## config.mk

```make
export PLATFORM = sky130hd
export DESIGN_NAME = delimited_pose_frame_parser_flat
export DESIGN_NICKNAME = d
export VERILOG_FILES = /design/src/rtl/dpfp_pkg.sv /design/src/rtl/dpfp_channels.sv /design/src/rtl/dpfp_front.sv /design/src/rtl/dpfp_queue.sv /design/src/rtl/dpfp_back.sv /design/src/rtl/delimited_pose_frame_parser.sv /design/src/flat_wrapper.sv
export SDC_FILE = /design/constraint.sdc
export NUM_CORES = 1
export LEC_CHECK = 0
export ABC_AREA = 1
export BUFFER_PORTS_ARGS = -buffer_cell sky130_fd_sc_hd__buf_4
export CAP_MARGIN = 20
export CORE_ASPECT_RATIO = 1.75
export CORE_UTILIZATION = 59
export CTS_CLUSTER_DIAMETER = 50
export DETAILED_ROUTE_END_ITERATION = 6
export PLACE_DENSITY = 0.79
export SYNTH_ARGS = -nofsm -noshare
export SYNTH_HDL_FRONTEND = slang
export SYNTH_SLANG_ARGS = --single-unit
```

## constraint.sdc

```tcl
create_clock -name clk -period 22.6 [get_ports clk]
set_input_delay 4.52 -clock clk [delete_from_list [all_inputs] [get_ports clk]]
set_output_delay 4.52 -clock clk [all_outputs]
set_load 0.01 [all_outputs]
```

## src/rtl/dpfp_pkg.sv

```systemverilog
// Package for the delimited pose frame parser: frame constants, command and
// result types shared by the front, queue, back and the channel interfaces.
// No dependencies.
`timescale 1ns / 1ps

package dpfp_pkg;

    // Frame delimiters.
    localparam logic [7:0] BYTE_CR = 8'h0D;
    localparam logic [7:0] BYTE_LF = 8'h0A;

    // Payload layout: six little-endian 32-bit words.
    localparam int PAYLOAD_BYTES = 24;
    localparam int NUM_WORDS     = PAYLOAD_BYTES / 4;
    localparam int POS_W         = $clog2(PAYLOAD_BYTES);

    // Default depth of the command queue between front and back.
    localparam int QUEUE_DEPTH_DEF = 4;

    // Commands that the front hands to the back.
    typedef enum logic [1:0] {
        OP_NONE  = 2'd0,
        OP_STORE = 2'd1,
        OP_GOOD  = 2'd2,
        OP_BAD   = 2'd3
    } op_t;

    typedef struct packed {
        op_t              op;
        logic [7:0]       data;
        logic [POS_W-1:0] pos;
    } cmd_t;

    // One result item.
    typedef struct packed {
        logic        frame_ok;
        logic [31:0] heading_bits;
        logic [31:0] pitch_bits;
        logic [31:0] roll_bits;
        logic [31:0] x_bits;
        logic [31:0] y_bits;
        logic [31:0] rate_bits;
        logic [31:0] good_count;
        logic [31:0] bad_count;
    } result_t;

endpackage

```

## src/rtl/dpfp_channels.sv

```systemverilog
// Valid/ready channel interfaces for received bytes and result items.
// Depends on dpfp_pkg.
`timescale 1ns / 1ps

interface dpfp_byte_if;
    logic       valid;
    logic       ready;
    logic [7:0] rx_byte;

    modport source (output valid, output rx_byte, input ready);
    modport sink   (input valid, input rx_byte, output ready);
endinterface

interface dpfp_result_if;
    import dpfp_pkg::*;

    logic    valid;
    logic    ready;
    result_t data;

    modport source (output valid, output data, input ready);
    modport sink   (input valid, input data, output ready);
endinterface

```

## src/rtl/dpfp_front.sv

```systemverilog
// Front end: accepts received bytes, tracks the frame phase and turns each
// byte into a command for the back end. Depends on dpfp_pkg, dpfp_channels.
`timescale 1ns / 1ps

module dpfp_front (
    input  logic                clk,
    input  logic                rst_n,
    dpfp_byte_if.sink           byte_ch,
    input  logic                q_full,
    output logic                q_push,
    output dpfp_pkg::cmd_t      q_cmd
);
    import dpfp_pkg::*;

    typedef enum logic [4:0] {
        PH_HEAD_CR = 5'b00001,
        PH_HEAD_LF = 5'b00010,
        PH_DATA    = 5'b00100,
        PH_TAIL_LF = 5'b01000,
        PH_TAIL_CR = 5'b10000
    } phase_t;

    localparam logic [POS_W-1:0] POS_LAST = POS_W'(PAYLOAD_BYTES - 1);

    phase_t           phase_reg, phase_next;
    logic [POS_W-1:0] pos_reg, pos_next;
    logic             accept;
    cmd_t             cmd;

    // A byte is taken whenever the queue has room for its command.
    assign byte_ch.ready = !q_full;
    assign accept        = byte_ch.valid && byte_ch.ready;

    // Classify the byte against the current phase.
    always_comb
    begin
        phase_next = phase_reg;
        pos_next   = pos_reg;
        cmd.op     = OP_NONE;
        cmd.data   = byte_ch.rx_byte;
        cmd.pos    = pos_reg;
        case (phase_reg)
            PH_HEAD_CR:
            begin
                if (byte_ch.rx_byte == BYTE_CR)
                    phase_next = PH_HEAD_LF;
            end
            PH_HEAD_LF:
            begin
                if (byte_ch.rx_byte == BYTE_LF)
                begin
                    pos_next   = '0;
                    phase_next = PH_DATA;
                end
                else if (byte_ch.rx_byte != BYTE_CR)
                begin
                    phase_next = PH_HEAD_CR;
                end
            end
            PH_DATA:
            begin
                cmd.op = OP_STORE;
                if (pos_reg == POS_LAST)
                begin
                    pos_next   = '0;
                    phase_next = PH_TAIL_LF;
                end
                else
                begin
                    pos_next = pos_reg + 1'b1;
                end
            end
            PH_TAIL_LF:
            begin
                if (byte_ch.rx_byte == BYTE_LF)
                begin
                    phase_next = PH_TAIL_CR;
                end
                else
                begin
                    cmd.op     = OP_BAD;
                    phase_next = (byte_ch.rx_byte == BYTE_CR) ? PH_HEAD_LF : PH_HEAD_CR;
                end
            end
            PH_TAIL_CR:
            begin
                phase_next = PH_HEAD_CR;
                cmd.op     = (byte_ch.rx_byte == BYTE_CR) ? OP_GOOD : OP_BAD;
            end
            default:
            begin
                pos_next   = '0;
                phase_next = PH_HEAD_CR;
            end
        endcase
    end

    assign q_push = accept && (cmd.op != OP_NONE);
    assign q_cmd  = cmd;

    // Phase and position advance on each accepted byte.
    always_ff @(posedge clk or negedge rst_n)
    begin
        if (!rst_n)
        begin
            phase_reg <= PH_HEAD_CR;
            pos_reg   <= '0;
        end
        else if (accept)
        begin
            phase_reg <= phase_next;
            pos_reg   <= pos_next;
        end
    end

    // The payload position stays inside the store.
    assert property (@(posedge clk) disable iff (!rst_n)
        pos_reg <= POS_LAST)
    else $error("payload position beyond the store");

endmodule

```

## src/rtl/dpfp_queue.sv

```systemverilog
// Short command queue that decouples the front end from the back end.
// Depends on dpfp_pkg.
`timescale 1ns / 1ps

module dpfp_queue #(
    parameter int DEPTH = dpfp_pkg::QUEUE_DEPTH_DEF
) (
    input  logic           clk,
    input  logic           rst_n,
    input  logic           push,
    input  dpfp_pkg::cmd_t push_cmd,
    output logic           full,
    output logic           head_valid,
    output dpfp_pkg::cmd_t head_cmd,
    input  logic           pop
);
    import dpfp_pkg::*;

    localparam int PTR_W = (DEPTH > 1) ? $clog2(DEPTH) : 1;
    localparam int CNT_W = $clog2(DEPTH + 1);
    localparam logic [PTR_W-1:0] PTR_LAST = PTR_W'(DEPTH - 1);

    cmd_t             slot_reg [DEPTH];
    logic [PTR_W-1:0] wr_ptr_reg, rd_ptr_reg;
    logic [CNT_W-1:0] count_reg, count_next;

    assign full       = (count_reg == CNT_W'(DEPTH));
    assign head_valid = (count_reg != '0);
    assign head_cmd   = slot_reg[rd_ptr_reg];

    // Occupancy follows pushes and pops.
    always_comb
    begin
        count_next = count_reg;
        case ({push, pop})
            2'b10:   count_next = count_reg + 1'b1;
            2'b01:   count_next = count_reg - 1'b1;
            default: count_next = count_reg;
        endcase
    end

    // Pointers and count.
    always_ff @(posedge clk or negedge rst_n)
    begin
        if (!rst_n)
        begin
            wr_ptr_reg <= '0;
            rd_ptr_reg <= '0;
            count_reg  <= '0;
        end
        else
        begin
            if (push)
                wr_ptr_reg <= (wr_ptr_reg == PTR_LAST) ? '0 : wr_ptr_reg + 1'b1;
            if (pop)
                rd_ptr_reg <= (rd_ptr_reg == PTR_LAST) ? '0 : rd_ptr_reg + 1'b1;
            count_reg <= count_next;
        end
    end

    // Slot storage needs no reset.
    always_ff @(posedge clk)
    begin
        if (push)
            slot_reg[wr_ptr_reg] <= push_cmd;
    end

    assert property (@(posedge clk) disable iff (!rst_n)
        push |-> !full)
    else $error("command pushed into a full queue");

    assert property (@(posedge clk) disable iff (!rst_n)
        pop |-> head_valid)
    else $error("command popped from an empty queue");

endmodule

```

## src/rtl/dpfp_back.sv

```systemverilog
// Back end: carries out queued commands, holds the payload store, latest
// words and frame counters, and drives the result register.
// Depends on dpfp_pkg, dpfp_channels.
`timescale 1ns / 1ps

module dpfp_back (
    input  logic           clk,
    input  logic           rst_n,
    input  logic           head_valid,
    input  dpfp_pkg::cmd_t head_cmd,
    output logic           pop,
    dpfp_result_if.source  result_ch
);
    import dpfp_pkg::*;

    logic [7:0]  store_reg [PAYLOAD_BYTES];
    logic [31:0] words_reg [NUM_WORDS];
    logic [31:0] frame_words [NUM_WORDS];
    logic [31:0] good_reg, bad_reg;
    logic        out_valid_reg;
    result_t     out_reg, out_next;
    logic        out_free, is_result, load;

    // A result command waits until the output register can take it.
    assign out_free  = !out_valid_reg || result_ch.ready;
    assign is_result = (head_cmd.op == OP_GOOD) || (head_cmd.op == OP_BAD);
    assign pop       = head_valid && (!is_result || out_free);
    assign load      = pop && is_result;

    // Assemble the little-endian words from the payload store.
    always_comb
    begin
        for (int k = 0; k < NUM_WORDS; k++)
            frame_words[k] = {store_reg[4*k+3], store_reg[4*k+2],
                              store_reg[4*k+1], store_reg[4*k]};
    end

    // Build the next result item.
    always_comb
    begin
        out_next.frame_ok     = (head_cmd.op == OP_GOOD);
        out_next.heading_bits = out_next.frame_ok ? frame_words[0] : words_reg[0];
        out_next.pitch_bits   = out_next.frame_ok ? frame_words[1] : words_reg[1];
        out_next.roll_bits    = out_next.frame_ok ? frame_words[2] : words_reg[2];
        out_next.x_bits       = out_next.frame_ok ? frame_words[3] : words_reg[3];
        out_next.y_bits       = out_next.frame_ok ? frame_words[4] : words_reg[4];
        out_next.rate_bits    = out_next.frame_ok ? frame_words[5] : words_reg[5];
        out_next.good_count   = out_next.frame_ok ? good_reg + 32'd1 : good_reg;
        out_next.bad_count    = out_next.frame_ok ? bad_reg : bad_reg + 32'd1;
    end

    // Payload bytes land in the store without reset.
    always_ff @(posedge clk)
    begin
        if (pop && (head_cmd.op == OP_STORE))
            store_reg[head_cmd.pos] <= head_cmd.data;
    end

    // Latest words, counters and result valid.
    always_ff @(posedge clk or negedge rst_n)
    begin
        if (!rst_n)
        begin
            for (int k = 0; k < NUM_WORDS; k++)
                words_reg[k] <= '0;
            good_reg      <= '0;
            bad_reg       <= '0;
            out_valid_reg <= 1'b0;
        end
        else
        begin
            if (load)
            begin
                if (head_cmd.op == OP_GOOD)
                begin
                    for (int k = 0; k < NUM_WORDS; k++)
                        words_reg[k] <= frame_words[k];
                end
                good_reg      <= out_next.good_count;
                bad_reg       <= out_next.bad_count;
                out_valid_reg <= 1'b1;
            end
            else if (result_ch.ready)
            begin
                out_valid_reg <= 1'b0;
            end
        end
    end

    // Result payload register.
    always_ff @(posedge clk)
    begin
        if (load)
            out_reg <= out_next;
    end

    assign result_ch.valid = out_valid_reg;
    assign result_ch.data  = out_reg;

    // A good frame bumps the good count by one and leaves the bad count.
    assert property (@(posedge clk) disable iff (!rst_n)
        (load && (head_cmd.op == OP_GOOD)) |=>
            (good_reg == $past(good_reg) + 32'd1) && (bad_reg == $past(bad_reg)))
    else $error("good frame did not advance the good count alone");

endmodule

```

## src/rtl/delimited_pose_frame_parser.sv

```systemverilog
// Delimited pose frame parser, top level: front end, command queue and back end.
// Throughput: one byte per cycle; the back end retires one queued command per cycle,
// unless a result stall holds it; results pass through the queue and result register.
// Result stalls back up into the command queue; bytes stall once it is full.
// Reset (rst_n, asynchronous, active low) clears phase, words, counters and queue.
// Depends on dpfp_pkg, dpfp_channels, dpfp_front, dpfp_queue, dpfp_back.
`timescale 1ns / 1ps

module delimited_pose_frame_parser #(
    parameter int QUEUE_DEPTH = dpfp_pkg::QUEUE_DEPTH_DEF
) (
    input  logic          clk,
    input  logic          rst_n,
    dpfp_byte_if.sink     byte_ch,
    dpfp_result_if.source result_ch
);
    import dpfp_pkg::*;

    logic q_full;
    logic q_push;
    cmd_t q_cmd;
    logic head_valid;
    cmd_t head_cmd;
    logic q_pop;

    // Byte classification.
    dpfp_front u_front (
        .clk     (clk),
        .rst_n   (rst_n),
        .byte_ch (byte_ch),
        .q_full  (q_full),
        .q_push  (q_push),
        .q_cmd   (q_cmd)
    );

    // Command queue between the two halves.
    dpfp_queue #(
        .DEPTH (QUEUE_DEPTH)
    ) u_queue (
        .clk        (clk),
        .rst_n      (rst_n),
        .push       (q_push),
        .push_cmd   (q_cmd),
        .full       (q_full),
        .head_valid (head_valid),
        .head_cmd   (head_cmd),
        .pop        (q_pop)
    );

    // Command execution and result output.
    dpfp_back u_back (
        .clk        (clk),
        .rst_n      (rst_n),
        .head_valid (head_valid),
        .head_cmd   (head_cmd),
        .pop        (q_pop),
        .result_ch  (result_ch)
    );

endmodule

```

## src/flat_wrapper.sv

```systemverilog
// flat-port wrapper written by rule: the top's interface ports become plain ports
module delimited_pose_frame_parser_flat import dpfp_pkg::*;
#(
    parameter int QUEUE_DEPTH = dpfp_pkg::QUEUE_DEPTH_DEF
)
  (clk, rst_n, byte_ch_valid, byte_ch_rx_byte, byte_ch_ready, result_ch_valid, result_ch_data, result_ch_ready);
  dpfp_byte_if byte_ch_i ();
  dpfp_result_if result_ch_i ();
  input  logic clk;
  input  logic rst_n;
  input wire logic [$bits(byte_ch_i.valid)-1:0] byte_ch_valid;
  input wire logic [$bits(byte_ch_i.rx_byte)-1:0] byte_ch_rx_byte;
  output wire logic [$bits(byte_ch_i.ready)-1:0] byte_ch_ready;
  output wire logic [$bits(result_ch_i.valid)-1:0] result_ch_valid;
  output wire logic [$bits(result_ch_i.data)-1:0] result_ch_data;
  input wire logic [$bits(result_ch_i.ready)-1:0] result_ch_ready;
  assign byte_ch_i.valid = byte_ch_valid;
  assign byte_ch_i.rx_byte = byte_ch_rx_byte;
  assign byte_ch_ready = byte_ch_i.ready;
  assign result_ch_valid = result_ch_i.valid;
  assign result_ch_data = result_ch_i.data;
  assign result_ch_i.ready = result_ch_ready;
  delimited_pose_frame_parser #(.QUEUE_DEPTH(QUEUE_DEPTH)) u_core (.clk(clk), .rst_n(rst_n), .byte_ch(byte_ch_i), .result_ch(result_ch_i));
endmodule
```

## Word-level counts from Yosys, hierarchy flattened

Memory sizes are Yosys's and may differ from the RTL's.
Cells that the tools add are included.
W data, S select, Z words.

- Add/subtract/negate cells: 7
- Equal/unequal tests: 21
- Mux-type cells: 30
- Bitwise logic cells: 1
- Reduce and logical (&&, ||, !) cells: 19

Operators by type and width:

| cell | count |
|---|---|
| $mux W32 | 8 |
| $add A32 B1 Y32 const B | 2 |
| $mux W5 | 7 |
| $pmux W5 S4 | 1 |
| $eq A8 B4 Y1 const B | 2 |
| $pmux W5 S3 | 1 |
| $eq A2 B2 Y1 const B | 5 |
| $eq A5 B5 Y1 const B | 2 |
| $mux W2 | 4 |
| $ne A8 B4 Y1 const B | 1 |
| $mux W1 | 7 |
| $ne A2 B2 Y1 const B | 3 |
| $pmux W2 S3 | 1 |
| $pmux W3 S2 | 1 |
| $reduce_bool A2 Y1 | 3 |
| $add A5 B1 Y5 const B | 1 |
| $eq A5 B1 Y1 const B | 1 |
| $eq A5 B2 Y1 const B | 1 |
| $eq A5 B3 Y1 const B | 1 |
| $eq A5 B4 Y1 const B | 1 |
| $logic_and A1 B1 Y1 | 5 |
| $add A2 B1 Y2 const B | 2 |
| $eq A2 B1 Y1 const B | 2 |
| $reduce_and A4 Y1 | 1 |
| other kinds (11) | 15 |

- Register bits: 531
- Bits in writable memories: 252
- Input bits: 12
- Logic and storage cells: 103
- Memories kept: 2

Memory list:

| name | depth | bits a word | read ports | clocked after memory_dff | wr ports | RTL line | RTL |
|---|---|---|---|---|---|---|---|
| u_core.u_back.store_reg | 24 | 8 | 24 | 0 | 1 | dpfp_back.sv:16 | `logic [7:0] store_reg [PAYLOAD_BYTES];` |
| u_core.u_queue.slot_reg | 4 | 15 | 1 | 0 | 1 | dpfp_queue.sv:23 | `cmd_t slot_reg [DEPTH];` |

## Longest topological paths before layout

An unclocked memory read counts as a cell.

- Depth in word-level cells: 9
- Depth in mapped cells: 14

## By module

Synthesis repeated with hierarchy kept, for this count alone.

- Cells, all modules: 2786
- Area, all modules: 31265.0 µm²

By module, submodules not included:

| module | times used | cells an instance | area each (µm²) | seq. area each (µm²) |
|---|---|---|---|---|
| dpfp_back | 1 | 2413 | 27467.6 | 19914.1 |
| dpfp_queue | 1 | 228 | 2891.5 | 1976.9 |
| dpfp_front | 1 | 145 | 905.9 | 251.5 |

## Least setup slack after synthesis

OpenSTA, ideal clock, no wires.

- Path kind: input -> register
- Start: input result_ch_ready
- End: register u_core.u_back.out_reg, in the netlist u_core.u_back.result_ch.data[0] (enable)
- Setup time: 0.723 ns
- Arrival time: 11.995 ns
- Path slack: 9.882 ns
- Stages: 5
- Buffers on the path: 1
- Path through: nor2_1 nor2_1 nand2_1 inv_2 clkbuf_1

- Cells in the longest elaborated chain, start to end: 4

RTL lines:

| element | RTL line | RTL |
|---|---|---|
| from (decl) | flat_wrapper.sv:16 | `input wire logic [$bits(result_ch_i.ready)-1:0] result_ch_ready;` |
| $logic_or A1 B1 Y1 | dpfp_back.sv:25 | `assign out_free = !out_valid_reg \|\| result_ch.ready;` |
| $logic_or A1 B1 Y1 | dpfp_back.sv:27 | `assign pop = head_valid && (!is_result \|\| out_free);` |
| $logic_and A1 B1 Y1 | dpfp_back.sv:27 |  |
| $logic_and A1 B1 Y1 | dpfp_back.sv:28 | `assign load = pop && is_result;` |
| named net u_core.u_back.load | dpfp_back.sv:22 | `logic out_free, is_result, load;` |
| to (signal assigned) | dpfp_back.sv:94 | `out_reg <= out_next;` |
| to (decl) | dpfp_back.sv:21 | `result_t out_reg, out_next;` |

The timed path passes the listed nets, and every way through them passes these cells.
A chain may end at the register's enable or synchronous reset.

## Worst setup path in the final report

- Start: input result_ch_ready
- End: register u_core.u_back.words_reg[46] (netlist bit)

- Cells in the longest elaborated chain, start to end: 5

RTL lines:

| element | RTL line | RTL |
|---|---|---|
| $logic_or A1 B1 Y1 | dpfp_back.sv:25 |  |
| $logic_or A1 B1 Y1 | dpfp_back.sv:27 |  |
| $logic_and A1 B1 Y1 | dpfp_back.sv:27 |  |
| $logic_and A1 B1 Y1 | dpfp_back.sv:28 |  |
| $reduce_and A2 Y1 (no line) | n/a |  |
| to (signal, indexed assignment) | dpfp_back.sv:77 | `words_reg[k] <= frame_words[k];` |
| to (decl) | dpfp_back.sv:17 | `logic [31:0] words_reg [NUM_WORDS];` |

Every way passes these cells.

==> results.md <==
- The startpoint type of the worst setup path is an input port.
- The maximum clock skew at final layout is 0.0200 ns.
- Once the clock tree was built, the setup fixing pass inserted 0 buffers.
- The number of warnings printed during yosys synthesis is 0.
- The post-synthesis instance total is 2728.
- The layout cell share with drive strength beyond 1 is 14.1%.
- The first global-routing pass estimated 106000 microns of wire.
- The leakage power is 14.5 nW.
- The synthesized design spends more area on one cell type than any other, namely sky130_fd_sc_hd__edfxtp_1.
- The first routing iteration left 1910 violations.
- The summed instance area of the synthesized netlist is 30800 sq um.
- The clock latency on the worst-skew pair is 0.61 ns.
- In the synthesized netlist the async set-or-reset flop fraction comes to 35.0%.
- At the pin with the least slew margin, the transition time is 1.24 ns.
- The kind of cell adding the most delay to the critical path is buffers and inverters.
- Max-cap violations in this run came to 0.
- The run finished with clean final reports.
- The number of setup violations in the final report is 0.
- Dividing the detail-routed wire length by the instance count gives 18.4 microns.
- In this run, the clock network consumes 21.3% of the power.
- The critical path goes through buf_4 > nor2_1 > nor2_1 > inv_1 > nor2_8 > buf_12 > buf_4 > nand2_1 > o21ai_1.
- Routability-driven placement finished with a final weighted congestion of 0.886.
- For this configuration, the core starts out at a cell density of 59.8%.
- For the worst setup path, the data arrival time is 7.27 ns.
- The number of antenna violations at the first check in global routing came to 0.
- Along the worst path, the maximum fanout reaches 280.
- The final count of pins violating max slew is 0.
- The via density per instance is 5.49.
- After legalization and detailed placement, the total HPWL measured 42200 microns.
- The worst setup path is captured at a flop.
- The placeable core area is 51500 sq um.
- The critical path's largest stage delay is 0.91 ns.
- The number of antenna diodes in the final layout is 0.
- The most common flop cell mapped by yosys is sky130_fd_sc_hd__edfxtp_1.
- The tightest min-delay check is of the flop to flop type.
- The placed instances occupy a cell area of 33400 sq um.
- The via count of the first global-routing pass is 20194.
- The first-pass detailed-route iteration total is 6.
- The endpoint required time on the critical path is 23.11 ns.
- The remaining antenna violation count after routing is 0.
- The power per cell area is 155 nW/um^2.
- The floorplan die area is 53200 sq um.
- The count of final hold-check violations is 0.
- The maximum buffer depth of the clock tree is 3.
- The switching power is 0.00201 W.
- The summed area of non-filler cells in the final layout is 35800 sq um.
- The register with the most flip-flops in the layout has 257 of them.
- Together, buffers and inverters on the worst path number 4.
- The critical path class is input port to flop.
- The H-tree generated during clock tree synthesis spans 3 levels.
- After layout, the worst path uses 29.9% of the clock period.
- The post-placement setup slack is 15.30 ns.
- After global routing the overflow that remains totals 0.
- The part of the Yosys area used for sequential elements is 71.9%.
- The slowest stage cell on the critical path is sky130_fd_sc_hd__buf_4.
- The switching power share of the total is 36.2%.
- The area growth from synthesis to layout is 16.1%.
- TritonCTS built the clock tree.
- The site row count is 110.
- The hold buffer count at CTS is 0.
- Cell internal power was estimated by the tool at 0.00354 W.
- The top-area cell type share of the netlist area is 49.6%.
- Timing would allow up to 148 MHz.
- The netlist uses 40 different library cells.
- The worst supply voltage drop on vdd is 0.170 mV.
- After clock tree synthesis, the clock-pin slew on the worst setup and hold paths is 0.07 ns.
- The synthesized design contains 509 enable-type register cells.
- The share of total power dissipated in combinational logic is 34.9%.
- In the layout the commonest cells are 764 x sky130_fd_sc_hd__nand2_1, 509 x sky130_fd_sc_hd__edfxtp_1, 284 x sky130_fd_sc_hd__buf_4.
- The number of filler cells placed in the layout is 3553.
- The number of gates resized after CTS is 0.
- In this run, CTS created clock tree buffers numbering 66.
- The die is 175 microns wide.
- The global router's overall resource usage is 25.8%.
- In this run the tightest slew margin relative to its limit is 17.3%.
- The clock drives 783 sinks.
- The count of state elements after synthesis is 783.
- The total negative slack for setup checks is 0 ns.
- Setup slack closes at 15.84 ns.
- Wires add up to 67800 microns.
- Entering global routing, the biggest net connects 281 pins.
- For this run, design rule violations remaining after detail routing come to 0.
- The buffer type at the clock tree root is sky130_fd_sc_hd__clkbuf_16.
- At the end of the flow, the number of nets in the layout was 2993.
- During I/O placement, the number of pins put on the boundary was 271.
- After synthesis, the cell types taking the most area are sky130_fd_sc_hd__edfxtp_1 50%, sky130_fd_sc_hd__dfrtp_1 22%, sky130_fd_sc_hd__nand2_1 9.3%, sky130_fd_sc_hd__o21ai_1 4.2%, sky130_fd_sc_hd__inv_1 3.4%.
- The power share of the sequential group is 43.8%.
- Synthesis produced a netlist with a net count of 2750.
- Leaving out fill and tap cells, the most frequent cell in the layout is sky130_fd_sc_hd__nand2_1.
- From bottom edge to top edge, the die measures 304 microns.
- Setup repair after global routing left no endpoint under its margin.
- The number of input and output port buffers inserted is 270.
- The detailed router placed 20308 vias in this run.
- The clock period could shrink to 6.76 ns.
- Dividing the synthesized area by the synthesized cell count gives 11.3 sq um.
synth_stat cells (6+ instances only):
cell type / instances
sky130_fd_sc_hd__nor2_1: 131
sky130_fd_sc_hd__nand2_1: 765
sky130_fd_sc_hd__edfxtp_1: 509
sky130_fd_sc_hd__ha_1: 9
sky130_fd_sc_hd__xor2_1: 23
sky130_fd_sc_hd__buf_1: 7
sky130_fd_sc_hd__o22ai_1: 9
sky130_fd_sc_hd__nand4_1: 34
sky130_fd_sc_hd__nand3_1: 80
sky130_fd_sc_hd__xnor2_1: 13
sky130_fd_sc_hd__o21ai_1: 257
sky130_fd_sc_hd__and2_1: 11
sky130_fd_sc_hd__buf_2: 70
sky130_fd_sc_hd__buf_4: 13
sky130_fd_sc_hd__buf_6: 6
sky130_fd_sc_hd__inv_1: 278
sky130_fd_sc_hd__clkbuf_1: 21
sky130_fd_sc_hd__nor3_1: 7
sky130_fd_sc_hd__dfrtp_1: 273
sky130_fd_sc_hd__o21ai_0: 177
power groups by stage:
stage | combinational, W | clock [W] | sequential [W]
6_report | 0.00194 | 0.00118 | 0.00243
4_1_cts | 0.00193 | 0.00120 | 0.00244
2_1_floorplan | 0.00101 | 0 | 0.00261
3_5_place_dp | 0.00191 | 0 | 0.00246
5_1_grt | 0.00212 | 0.00125 | 0.00247
3_3_place_gp | 0.00183 | 0 | 0.00244
path summary, 6_finish.rpt:
check / start / end / slack, ns / depth (start not counted)
setup reg to reg: u_core.u_queue.rd_ptr_reg[1]$_DFFE_PN0P_ / u_core.u_back.result_ch.data[253]$_DFFE_PP_ / 18.36 / 9
max in group asynchronous: rst_n / u_core.u_back.words_reg[137]$_DFFE_PN0P_ / 16.81 / 4
hold reg to reg: u_core.u_back.store_reg[4][3]$_DFFE_PP_ / u_core.u_back.words_reg[131]$_DFFE_PN0P_ / 0.48 / 2
hold / removal: u_core.u_back.store_reg[4][3]$_DFFE_PP_ / u_core.u_back.words_reg[131]$_DFFE_PN0P_ / 0.48 / 2
min in group asynchronous: rst_n / u_core.u_back.bad_reg[13]$_DFFE_PN0P_ / 3.84 / 1
setup / recovery: result_ch_ready / u_core.u_back.words_reg[46]$_DFFE_PN0P_ / 15.84 / 9
tightest hold or removal path, cell delays in order, from the launching register on:
cell                       delay [ns]
sky130_fd_sc_hd__edfxtp_1        0.34
sky130_fd_sc_hd__nand2_1         0.05
sky130_fd_sc_hd__o21ai_1         0.06
final cells by class:
type	count	area (sq um)	area share, %
Timing Repair Buffer	292	2320	6.48
Clock inverter	36	415	1.16
Clock buffer	85	1880	5.25
Sequential cell	783	22100	61.9
Inverter	281	1070	2.99
Tap cell	672	841	2.35
Multi-Input combinational cell	1547	7090	19.8
routing by layer:
metal	track usage, %	wire [microns]
met1	30.7	25600
met3	4.12	4170
met2	45.8	35400
met4	11.7	2670
met5	0	0
stage by stage:
stage	power, W	utilization, %	std cells	hold slack [ns]
floorplan	0.00363	-	2728	0.455
global placement	0.00428	64.8	3570	0.462
detailed placement	0.00437	64.8	3571	0.471
CTS	0.00557	69.3	3692	0.486
global route	0.00583	69.5	3696	0.502
finish	0.00555	69.5	3696	0.481
kinds of logic (layout without fill, tap and decap cells):
group	count (synthesis)	count (layout)	share of synthesized area, %
buffers and inverters	398	694	5.46
and+or+nand+nor	1050	1050	13.8
adders and majority gates	10	10	0.431
xor gates and xnor gates	36	36	1.02
AOI/OAI and AO/OA	451	451	7.41
DFF	783	783	71.9
Power figures use the tool's default switching activity.
